<file path="src/sv/aalr_pkg.sv">
// Shared types and constants for the antialiased line rasterizer.
package aalr_pkg;

    localparam int COLOR_BITS  = 24;
    localparam int SHADE_BITS  = 4;
    localparam int SHADE_STEPS = 10;
    localparam logic [COLOR_BITS-1:0] WHITE = 24'hFFFFFF;

    // s_tuser item kinds
    localparam logic KIND_START   = 1'b0;
    localparam logic KIND_ADVANCE = 1'b1;

    // Which pixel the datapath loads into the output register
    typedef enum logic [1:0] {
        SEL_END0,
        SEL_END1,
        SEL_LO,
        SEL_HI
    } pix_sel_t;

    // Controller to datapath commands
    typedef struct packed {
        logic     start_load;
        logic     div_step;
        logic     div_finish;
        logic     out_load;
        pix_sel_t out_sel;
        logic     advance;
    } cmd_t;

    // Datapath to controller status
    typedef struct packed {
        logic coincident;
        logic adjacent;
        logic smooth;
        logic last_col;
        logic div_done;
    } status_t;

endpackage

</file>
<file path="src/sv/aalr_dpath.sv">
// Datapath: endpoint setup, slope divider, column stepper, shading and output register.
module aalr_dpath #(
    parameter int COORD_BITS = 12,
    parameter int FRAC_BITS  = 16,
    parameter int IN_W       = 80,
    parameter int OUT_W      = 56
) (
    input  logic                 aclk,
    input  logic                 aresetn,
    input  logic [IN_W-1:0]      s_tdata,
    input  aalr_pkg::cmd_t       cmd,
    output aalr_pkg::status_t    status,
    output logic [OUT_W-1:0]     m_tdata,
    output logic                 m_tlast
);

    localparam int C     = COORD_BITS;
    localparam int F     = FRAC_BITS;
    localparam int YW    = C + F;
    localparam int CNT_W = $clog2(F + 2);
    localparam int CB    = aalr_pkg::COLOR_BITS;
    localparam int SB    = aalr_pkg::SHADE_BITS;

    // Input fields
    logic [C-1:0]  sx, sy, ex, ey;
    logic [CB-1:0] in_color;
    logic          in_aa;

    assign sx       = s_tdata[C-1:0];
    assign sy       = s_tdata[2*C-1:C];
    assign ex       = s_tdata[3*C-1:2*C];
    assign ey       = s_tdata[4*C-1:3*C];
    assign in_color = s_tdata[4*C+CB-1:4*C];
    assign in_aa    = s_tdata[4*C+CB];

    // Endpoint setup: steep swap, order by major axis, deltas
    logic [C-1:0] adx, ady;
    logic         steep;
    logic [C-1:0] pa0, pb0, pa1, pb1;
    logic [C-1:0] oa0, ob0, oa1, ob1;
    logic [C-1:0] dx_c, dy_abs_c;
    logic         neg_c;

    always_comb begin
        adx   = (sx > ex) ? (sx - ex) : (ex - sx);
        ady   = (sy > ey) ? (sy - ey) : (ey - sy);
        steep = ady > adx;
        pa0   = steep ? sy : sx;
        pb0   = steep ? sx : sy;
        pa1   = steep ? ey : ex;
        pb1   = steep ? ex : ey;
        if (pa0 > pa1) begin
            oa0 = pa1;
            ob0 = pb1;
            oa1 = pa0;
            ob1 = pb0;
        end else begin
            oa0 = pa0;
            ob0 = pb0;
            oa1 = pa1;
            ob1 = pb1;
        end
        dx_c     = oa1 - oa0;
        neg_c    = ob1 < ob0;
        dy_abs_c = neg_c ? (ob0 - ob1) : (ob1 - ob0);
    end

    // Line registers
    logic [C-1:0]   a0_reg, b0_reg, a1_reg, b1_reg, dx_reg;
    logic           steep_reg, smooth_reg, neg_reg, coinc_reg;
    logic [CB-1:0]  color_reg;
    logic [C:0]     rem_reg;
    logic [F:0]     quo_reg;
    logic [CNT_W-1:0] cnt_reg;
    logic [C-1:0]   cur_x_reg, stop_x_reg;
    logic [YW-1:0]  y_acc_reg;
    logic [F+1:0]   slope_reg;

    // Divider step: restoring, one quotient bit per cycle
    logic         div_ge;
    logic [C:0]   rem_sub;
    logic [F+1:0] slope_c;
    logic [YW-1:0] y_init;

    always_comb begin
        div_ge  = rem_reg >= {1'b0, dx_reg};
        rem_sub = div_ge ? (rem_reg - {1'b0, dx_reg}) : rem_reg;
        slope_c = neg_reg ? ((F+2)'(0) - {1'b0, quo_reg}) : {1'b0, quo_reg};
        y_init  = {b0_reg, F'(0)} + {{(YW-F-2){slope_c[F+1]}}, slope_c};
    end

    always_ff @(posedge aclk) begin
        if (!aresetn) begin
            cnt_reg <= '0;
        end else if (cmd.start_load) begin
            cnt_reg <= CNT_W'(F + 1);
        end else if (cmd.div_step) begin
            cnt_reg <= cnt_reg - CNT_W'(1);
        end
    end

    always_ff @(posedge aclk) begin
        if (cmd.start_load) begin
            a0_reg     <= oa0;
            b0_reg     <= ob0;
            a1_reg     <= oa1;
            b1_reg     <= ob1;
            dx_reg     <= dx_c;
            steep_reg  <= steep;
            smooth_reg <= in_aa;
            neg_reg    <= neg_c;
            coinc_reg  <= (sx == ex) && (sy == ey);
            color_reg  <= in_color;
            rem_reg    <= {1'b0, dy_abs_c};
            quo_reg    <= '0;
        end else if (cmd.div_step) begin
            rem_reg <= {rem_sub[C-1:0], 1'b0};
            quo_reg <= {quo_reg[F-1:0], div_ge};
        end
    end

    // Column stepper
    always_ff @(posedge aclk) begin
        if (cmd.div_finish) begin
            slope_reg  <= slope_c;
            y_acc_reg  <= y_init;
            cur_x_reg  <= a0_reg + C'(1);
            stop_x_reg <= a1_reg;
        end else if (cmd.advance) begin
            cur_x_reg <= cur_x_reg + C'(1);
            y_acc_reg <= y_acc_reg + {{(YW-F-2){slope_reg[F+1]}}, slope_reg};
        end
    end

    // Shade levels from the y fraction
    logic [C-1:0]   yi;
    logic [F-1:0]   fr;
    logic [F:0]     fr_comp;
    logic [F+3:0]   lo_sum, hi_sum;
    logic [SB-1:0]  shade_lo, shade_hi;
    logic           white;
    logic           last_col;

    always_comb begin
        yi       = y_acc_reg[YW-1:F];
        fr       = y_acc_reg[F-1:0];
        fr_comp  = ((F+1)'(1) << F) - {1'b0, fr};
        lo_sum   = {4'b0, fr} * (F+4)'(aalr_pkg::SHADE_STEPS) + ((F+4)'(1) << (F-1));
        hi_sum   = {3'b0, fr_comp} * (F+4)'(aalr_pkg::SHADE_STEPS) + ((F+4)'(1) << (F-1));
        white    = color_reg == aalr_pkg::WHITE;
        shade_lo = white ? '0 : lo_sum[F+3:F];
        shade_hi = white ? '0 : hi_sum[F+3:F];
        last_col = ({1'b0, cur_x_reg} + (C+1)'(1)) >= {1'b0, stop_x_reg};
    end

    // Pixel selection, axes swapped back
    logic [C-1:0]  sel_a, sel_b;
    logic [SB-1:0] sel_shade;
    logic          sel_last;

    always_comb begin
        case (cmd.out_sel)
            aalr_pkg::SEL_END0: begin
                sel_a     = a0_reg;
                sel_b     = b0_reg;
                sel_shade = '0;
                sel_last  = coinc_reg;
            end
            aalr_pkg::SEL_END1: begin
                sel_a     = a1_reg;
                sel_b     = b1_reg;
                sel_shade = '0;
                sel_last  = dx_reg <= C'(1);
            end
            aalr_pkg::SEL_LO: begin
                sel_a     = cur_x_reg;
                sel_b     = yi;
                sel_shade = smooth_reg ? shade_lo : '0;
                sel_last  = !smooth_reg && last_col;
            end
            aalr_pkg::SEL_HI: begin
                sel_a     = cur_x_reg;
                sel_b     = yi + C'(1);
                sel_shade = shade_hi;
                sel_last  = last_col;
            end
            default: begin
                sel_a     = cur_x_reg;
                sel_b     = yi;
                sel_shade = '0;
                sel_last  = 1'b0;
            end
        endcase
    end

    // Output register
    logic [C-1:0]  px_reg, py_reg;
    logic [SB-1:0] shade_reg;
    logic [CB-1:0] pcolor_reg;
    logic          plast_reg;

    always_ff @(posedge aclk) begin
        if (cmd.out_load) begin
            px_reg     <= steep_reg ? sel_b : sel_a;
            py_reg     <= steep_reg ? sel_a : sel_b;
            shade_reg  <= sel_shade;
            pcolor_reg <= color_reg;
            plast_reg  <= sel_last;
        end
    end

    assign m_tdata = OUT_W'({pcolor_reg, shade_reg, py_reg, px_reg});
    assign m_tlast = plast_reg;

    // Status
    assign status.coincident = coinc_reg;
    assign status.adjacent   = dx_reg <= C'(1);
    assign status.smooth     = smooth_reg;
    assign status.last_col   = last_col;
    assign status.div_done   = cnt_reg == '0;

endmodule

</file>
<file path="src/sv/aalr_ctrl.sv">
// Controller: sequences line setup, division and per-column pixel transfers.
module aalr_ctrl (
    input  logic                aclk,
    input  logic                aresetn,
    input  logic                s_tvalid,
    output logic                s_tready,
    input  logic                s_tuser,
    output logic                m_tvalid,
    input  logic                m_tready,
    input  aalr_pkg::status_t   status,
    output aalr_pkg::cmd_t      cmd
);

    typedef enum logic [2:0] {
        ST_IDLE,
        ST_END0,
        ST_END1,
        ST_DIV,
        ST_HI
    } state_t;

    state_t state_reg, state_next;
    logic   m_tvalid_reg, m_tvalid_next;
    logic   busy_reg, busy_next;
    logic   out_free, accept;

    assign out_free = !m_tvalid_reg || m_tready;
    assign s_tready = (state_reg == ST_IDLE) && out_free;
    assign accept   = s_tvalid && s_tready;
    assign m_tvalid = m_tvalid_reg;

    // Next state and commands
    always_comb begin
        state_next     = state_reg;
        busy_next      = busy_reg;
        cmd.start_load = 1'b0;
        cmd.div_step   = 1'b0;
        cmd.div_finish = 1'b0;
        cmd.out_load   = 1'b0;
        cmd.out_sel    = aalr_pkg::SEL_LO;
        cmd.advance    = 1'b0;
        case (state_reg)
            ST_IDLE: begin
                if (accept) begin
                    if (s_tuser == aalr_pkg::KIND_START) begin
                        cmd.start_load = 1'b1;
                        busy_next      = 1'b0;
                        state_next     = ST_END0;
                    end else if (busy_reg) begin
                        cmd.out_load = 1'b1;
                        cmd.out_sel  = aalr_pkg::SEL_LO;
                        if (status.smooth) begin
                            state_next = ST_HI;
                        end else begin
                            cmd.advance = 1'b1;
                            busy_next   = !status.last_col;
                        end
                    end
                end
            end
            ST_END0: begin
                if (out_free) begin
                    cmd.out_load = 1'b1;
                    cmd.out_sel  = aalr_pkg::SEL_END0;
                    state_next   = status.coincident ? ST_IDLE : ST_END1;
                end
            end
            ST_END1: begin
                if (out_free) begin
                    cmd.out_load = 1'b1;
                    cmd.out_sel  = aalr_pkg::SEL_END1;
                    state_next   = status.adjacent ? ST_IDLE : ST_DIV;
                end
            end
            ST_DIV: begin
                if (status.div_done) begin
                    cmd.div_finish = 1'b1;
                    busy_next      = 1'b1;
                    state_next     = ST_IDLE;
                end else begin
                    cmd.div_step = 1'b1;
                end
            end
            ST_HI: begin
                if (out_free) begin
                    cmd.out_load = 1'b1;
                    cmd.out_sel  = aalr_pkg::SEL_HI;
                    cmd.advance  = 1'b1;
                    busy_next    = !status.last_col;
                    state_next   = ST_IDLE;
                end
            end
            default: begin
                state_next = ST_IDLE;
            end
        endcase
    end

    // Output valid follows loads and transfers
    always_comb begin
        if (cmd.out_load) begin
            m_tvalid_next = 1'b1;
        end else if (m_tready) begin
            m_tvalid_next = 1'b0;
        end else begin
            m_tvalid_next = m_tvalid_reg;
        end
    end

    always_ff @(posedge aclk) begin
        if (!aresetn) begin
            state_reg    <= ST_IDLE;
            m_tvalid_reg <= 1'b0;
            busy_reg     <= 1'b0;
        end else begin
            state_reg    <= state_next;
            m_tvalid_reg <= m_tvalid_next;
            busy_reg     <= busy_next;
        end
    end

endmodule

</file>
<file path="src/sv/antialiased_line_rasterizer.sv">
// Top level of the antialiased line rasterizer: controller plus datapath.
// Start transfer: endpoints registered in END0 then END1 as the output permits, then the
//   divider runs; the next transfer is accepted once the controller is back in idle.
// Advance transfer: first pixel registered at the accepting edge, valid the next cycle; one
//   transfer per cycle in plain mode unless the output stalls; two pixels each when antialiased.
// Reset (aresetn low, synchronous) returns to idle with no line active and no pending output.
module antialiased_line_rasterizer #(
    parameter int COORD_BITS = 12,
    parameter int FRAC_BITS  = 16
) (
    input  logic                    aclk,
    input  logic                    aresetn,
    input  logic                    s_tvalid,
    output logic                    s_tready,
    // start_x, start_y, end_x, end_y, line_color, antialias (low bit up), zero padded
    input  logic [((4*COORD_BITS+aalr_pkg::COLOR_BITS+1+7)/8)*8-1:0] s_tdata,
    // kind: 0 = start line, 1 = advance one column
    input  logic                    s_tuser,
    output logic                    m_tvalid,
    input  logic                    m_tready,
    // pixel_x, pixel_y, shade, pixel_color (low bit up), zero padded
    output logic [((2*COORD_BITS+aalr_pkg::SHADE_BITS+aalr_pkg::COLOR_BITS+7)/8)*8-1:0] m_tdata,
    output logic                    m_tlast
);

    localparam int IN_W  = ((4*COORD_BITS + aalr_pkg::COLOR_BITS + 1 + 7) / 8) * 8;
    localparam int OUT_W =
        ((2*COORD_BITS + aalr_pkg::SHADE_BITS + aalr_pkg::COLOR_BITS + 7) / 8) * 8;

    aalr_pkg::cmd_t    cmd;
    aalr_pkg::status_t status;

    aalr_ctrl u_ctrl (
        .aclk     (aclk),
        .aresetn  (aresetn),
        .s_tvalid (s_tvalid),
        .s_tready (s_tready),
        .s_tuser  (s_tuser),
        .m_tvalid (m_tvalid),
        .m_tready (m_tready),
        .status   (status),
        .cmd      (cmd)
    );

    aalr_dpath #(
        .COORD_BITS (COORD_BITS),
        .FRAC_BITS  (FRAC_BITS),
        .IN_W       (IN_W),
        .OUT_W      (OUT_W)
    ) u_dpath (
        .aclk    (aclk),
        .aresetn (aresetn),
        .s_tdata (s_tdata),
        .cmd     (cmd),
        .status  (status),
        .m_tdata (m_tdata),
        .m_tlast (m_tlast)
    );

endmodule
</file>
<file path="config.mk">
export PLATFORM = sky130hd
export DESIGN_NAME = antialiased_line_rasterizer
export DESIGN_NICKNAME = d
export VERILOG_FILES = /design/src/sv/aalr_pkg.sv /design/src/sv/aalr_dpath.sv /design/src/sv/aalr_ctrl.sv /design/src/sv/antialiased_line_rasterizer.sv
export SDC_FILE = /design/constraint.sdc
export NUM_CORES = 1
export LEC_CHECK = 0
export ABC_AREA = 1
export BUFFER_PORTS_ARGS = -buffer_cell sky130_fd_sc_hd__clkbuf_2
export CAP_MARGIN = 20
export CORE_ASPECT_RATIO = 1.25
export CORE_MARGIN = 5
export CORE_UTILIZATION = 35
export DETAILED_ROUTE_END_ITERATION = 8
export GPL_TIMING_DRIVEN = 0
export SETUP_SLACK_MARGIN = 0.3
export SYNTH_ARGS = -nofsm -noshare
export SYNTH_HDL_FRONTEND = slang
export SYNTH_SLANG_ARGS = --single-unit
</file>
<file path="constraint.sdc">
create_clock -name aclk -period 29 [get_ports aclk]
set_input_delay 8.7 -clock aclk [delete_from_list [all_inputs] [get_ports aclk]]
set_output_delay 8.7 -clock aclk [all_outputs]
set_load 0.01 [all_outputs]
</file>
* Word level (Yosys, flattened, before mapping) *
Index checks and enable logic that the tools add are counted.

operators by class
  bitwise logic cells = 1
  reductions and logical operators = 20
  eq/ne operators = 17
  muxes and demuxes = 65
  $mul = 2
  $lt $le $gt $ge = 8
  $add $sub $neg = 19

operators with widths
  operator                number
  $mux 12                 18
  $sub 12x12->12          8
  $add 28x28->28          2
  $mux 28                 2
  $gt 12x12->1            4
  $pmux 12 s4             1
  $add 20x16->20 const B  2
  $add 12x1->12 const B   3
  $pmux 12 s3             1
  $mux 3                  10
  $mux 4                  7
  $ge 13x12->1            2
  $eq 12x12->1            2
  $eq 24x24->1 const B    1
  $mul 16x3->19 const B   1
  $mul 17x3->19 const B   1
  $mux 18                 1
  $sub 1x17->18 const A   1
  $sub 17x16->17 const A  1
  $pmux 3 s5              1
  $mux 1                  14
  $add 12x1->13 const B   1
  $le 12x1->1 const B     1
  $lt 12x12->1            1
  28 further kinds        46

storage, ports and cells
  word-level logic and storage cells = 159
  flip-flop bits (word level) = 251
  bits of input ports = 85
  output and inout bits = 59

* Logic depth before layout (Yosys ltp) *
  depth in word-level cells = 10
  depth in mapped cells = 65

* Modules after synthesis *
A second synthesis with hierarchy kept.

second synthesis, totals
  cells, all modules = 2491
  area, all modules = 19917.9 µm²

by module, submodules not included
  module      area each (µm²)  times used  cells each
  aalr_dpath  19449.9          1           2410
  aalr_ctrl   467.9            1           81

* Worst setup path before layout *
Ideal clock, no wire load.

  kind = input port to output port
  start = input port m_tready
  end = output port s_tready
  path buffers = 0
  slack = 11.200 ns
  cell stages on the path = 2
  arrival = 9.100 ns
  cells stage by stage = nor2_1 > nor2_1

on the way
  cells in the longest elaborated chain, start to end = 2

ends and longest elaborated chain
  element            RTL line                           RTL
  start, declared    antialiased_line_rasterizer.sv:20  input logic m_tready,
  $logic_or 1x1->1   aalr_ctrl.sv:27                    assign out_free = !m_tvalid_reg || m_tready;
  $logic_and 1x1->1  aalr_ctrl.sv:28                    assign s_tready = (state_reg == ST_IDLE) && out_free;
  end, declared      antialiased_line_rasterizer.sv:14  output logic s_tready,

Every way passes these cells.

* Final worst setup path *
  start = input port s_tdata[0] (netlist name)
  end = register u_dpath.rem_reg[10], data pin

on the way
  cells in the longest elaborated chain, start to end = 9
  elaborated cells on any way between the ends = 17
  classes of those cells = add/sub: 4; order compare: 4; mux: 9

ends and longest elaborated chain
  element                                                RTL line                            RTL
  start, declared                                        antialiased_line_rasterizer.sv:16   input logic [((4*COORD_BITS+aalr_pkg::COLOR_BITS+1+7)/8)*8-1:0] s_tdata,
  $sub 12x12->12 / $gt 12x12->1 (equally long branches)  aalr_dpath.sv:45                    adx = (sx > ex) ? (sx - ex) : (ex - sx);
  $mux 12                                                aalr_dpath.sv:45
  $gt 12x12->1                                           aalr_dpath.sv:47                    steep = ady > adx;
  $mux 12, on equally long branches                      aalr_dpath.sv:48, aalr_dpath.sv:50
  $gt 12x12->1                                           aalr_dpath.sv:52                    if (pa0 > pa1) begin
  $mux 12 *                                              aalr_dpath.sv:52
  via u_dpath.ob0[1]                                     aalr_dpath.sv:40                    logic [C-1:0] oa0, ob0, oa1, ob1;
  $sub 12x12->12 / $lt 12x12->1 (equally long branches)  aalr_dpath.sv:65, aalr_dpath.sv:64
  $mux 12 *                                              aalr_dpath.sv:65                    dy_abs_c = neg_c ? (ob0 - ob1) : (ob1 - ob0);
  $mux 12 *                                              aalr_dpath.sv:103                   if (cmd.start_load) begin
  end signal, assigned                                   aalr_dpath.sv:114                   rem_reg <= {1'b0, dy_abs_c};
  end signal, assigned                                   aalr_dpath.sv:117                   rem_reg <= {rem_sub[C-1:0], 1'b0};
  end, declared                                          aalr_dpath.sv:72                    logic [C:0] rem_reg;

Mark *: on every way through the listed nets, which the timed path passes. The rest lies on a longest branch.
A chain may end at the register's enable or synchronous reset.

==> summary.txt <==
Placed design
  – I/O Buffers: 132
  – HPWL after DPL: 47100 um
  – Pre-CTS WS: 9.38 ns
  – Placer Congestion: 0.937

Global route
  – Largest net degree at the start of global routing: 73
  – Total track usage: 0.176
  – First-pass GRT wire length: 88200 um
  – Initial antenna violation count: 0
  – Number of global-route vias before repair: 16.9k
  – Global route total overflow: 0

Routing
  – Via Count: 17.2k
  – Routed metal-1 wirelength: 23800 um
  – Routed WL: 56500 um
  – First-pass iteration count of the detailed router: 6
  – Top Metal Used: met4
  – DRT iter0 DRCs: 1216
  – Drt drc: 0
  – Vias per cell: 5.08
  – DRT antenna net count: 0
  – Routed length per instance: 16.7 um
  – DR WL met3: 2310 um
  – Met2 wire length: 28300 um

STA
  – Slew margin rel.: 0.411
  – Final hold vios: 0
  – Clk_skew: 0.0287 ns
  – Fmax: 52.3 MHz
  – RSZ-0062 raised after global routing: false
  – Worst setup margin: 9.89 ns
  – Slew @ Worst Pin: 0.873 ns
  – Worst hold slack: 0.445 ns
  – Final TNS setup: 0 ns
  – Final Cycle Share: 0.659
  – Min cycle time layout: 19.11 ns
  – Fin. max-slew vios: 0
  – Endpoints failing setup: 0

Clock network
  – CTS Root Cell: clkbuf_16
  – Post-CTS Resized: 0
  – Max clock buf depth: 3
  – Clock slew at reported path FFs: 0.06 ns
  – Hold Buf Count CTS: 0
  – Post-CTS setup buffer count: 0
  – H-tree lvl count: 1
  – Sink Count: 251
  – CTS tree: yes
  – Clock buffer count from CTS: 25
  – Clk Latency, worst-skew pair: 0.55 ns

Layout
  – # fillers: 5645
  – Fin nets: 2936
  – ANT cells: 0
  – Final Util: 0.398
  – Largest register FFs: 28
  – Share of post-route cells with drive strength above 1: 0.0958
  – Area growth syn-to-layout: 12.6%

Setup path
  – Critical path startpoint category: primary input
  – Peak per-stage delay on the critical path: 0.72 ns
  – Crit Path Max Fanout: 10
  – Crit path DAT: 19.39 ns
  – Crit. End Element: register
  – CP delay by family, top: buffers and inverters
  – Critical path buffers and inverters: 18
  – CP max-delay cell: o21ai_0
  – Crit Path Class: primary input to register
  – Cell repeated most along the worst path: nand2_1
  – WP data required: 29.28 ns

Floorplanning
  – Die ar.: 61400 um^2
  – Chip height: 276 um
  – Core Region: 55900 um^2
  – IO Count: 144
  – Die Wd: 223 um
  – Site row count: 97
  – Initial core utilization: 0.353

Synth
  – Cell Area, Synth: 19800 um^2
  – Count of cell types in the netlist: 60
  – Seq/Total Area, Yosys: 0.367
  – Area contributors post-synth: edfxtp_1, ha_1, nand2_1, inv_1, o21ai_0
  – Primary FF master, synth: edfxtp_1
  – Synth warn: 0
  – Most common cell in the synthesized netlist: nand2_1
  – Async S/R FF share, synth: 0
  – Top cell type by total area after synthesis: edfxtp_1
  – Flops & latches, synth: 251
  – Post-Synthesis Mean Instance Area: 8.02 um^2
  – Most frequent cells after synthesis: nand2_1, inv_1, o21ai_0
  – Post-Syn Instances: 2466
  – Share of the synthesized area in the top cell type: 0.339
  – EDFF count, synth: 223

Run
  – # Max-Cap Violations: 0

Min path
  – Worst Hold Class: register to register

Outcome
  – Outcome: finished, final reports clean
cell families (layout without fill, tap and decap cells):
kind of cell,count (synthesis),after routing,share of synthesized area
compound gates,502,502,0.144
simple gates,936,936,0.206
xor+xnor,122,122,0.0541
flops,251,251,0.367
fa+ha+maj,219,219,0.142
other cells,1,4,0.000190
buf+inv,432,613,0.0854
mux,3,3,0.00152
path summary, 6_finish.rpt:
| kind | start | endpoint | slack [ns] | cells after the start |
|---|---|---|---|---|
| setup / recovery | s_tdata[0] | u_dpath.rem_reg[10]$_DFFE_PP_ | 9.89 | 58 |
| hold reg to reg | u_dpath.color_reg[17]$_DFFE_PP_ | u_dpath.pcolor_reg[17]$_DFFE_PP_ | 0.45 | 0 |
| hold / removal | u_dpath.color_reg[17]$_DFFE_PP_ | u_dpath.pcolor_reg[17]$_DFFE_PP_ | 0.45 | 0 |
| setup reg to reg | u_dpath.quo_reg[0]$_SDFFE_PP0P_ | u_dpath.y_acc_reg[27]$_DFFE_PP_ | 23.69 | 31 |
layout make-up:
| type | count | area, um^2 | area share |
|---|---|---|---|
| Multi-Input combinational cell | 1786 | 10800 | 0.487 |
| Clock inverter | 17 | 158 | 0.00708 |
| Inverter | 371 | 1390 | 0.0626 |
| Sequential cell | 251 | 7260 | 0.326 |
| Timing Repair Buffer | 136 | 748 | 0.0336 |
| Clock buffer | 28 | 637 | 0.0286 |
| Buffer | 61 | 299 | 0.0134 |
| Tap cell | 742 | 928 | 0.0417 |
cell usage in the layout (no fill, tap or decap), types with 4 or more instances in the layout:
cell type / n
o21ai_1: 11
a211oi_1: 8
a31oi_1: 12
fa_1: 9
nor2_4: 4
nor2_1: 161
edfxtp_1: 223
nand3_2: 4
xnor2_1: 32
buf_2: 4
o211ai_1: 19
ha_1: 210
nand3b_1: 4
nand2_1: 539
o21ai_0: 236
a21o_1: 7
nand4_1: 25
xor2_1: 90
a221oi_1: 14
clkbuf_16: 25
clkinvlp_4: 5
nand2_2: 24
buf_4: 7
clkbuf_2: 133
buf_6: 5
nand3_1: 103
dfxtp_1: 28
nor4_1: 9
clkbuf_1: 45
o31ai_1: 4
clkinv_1: 5
conb_1: 4
nand2_4: 5
inv_1: 368
o21bai_1: 8
or2_2: 13
a21oi_1: 138
nor3_1: 30
nor2_2: 4
a22oi_1: 17
stage by stage:
step                      cells  instance area [um^2]
final                      3392                 22300
after floorplan            2469                 19800
after global placement     3343                 21400
after detailed placement   3347                 21500
after CTS                  3392                 22300
after global routing       3392                 22300
metal layers:
metal	GRT usage	up-vias
met5	0	-
met4	0.0661	0
met3	0.0136	105
met2	0.326	481
met1	0.214	8008
li1	-	8649
Power is left out: the tool's default activity adds up to more than one toggle a clock period on the data nets, which glitch-free logic cannot reach.
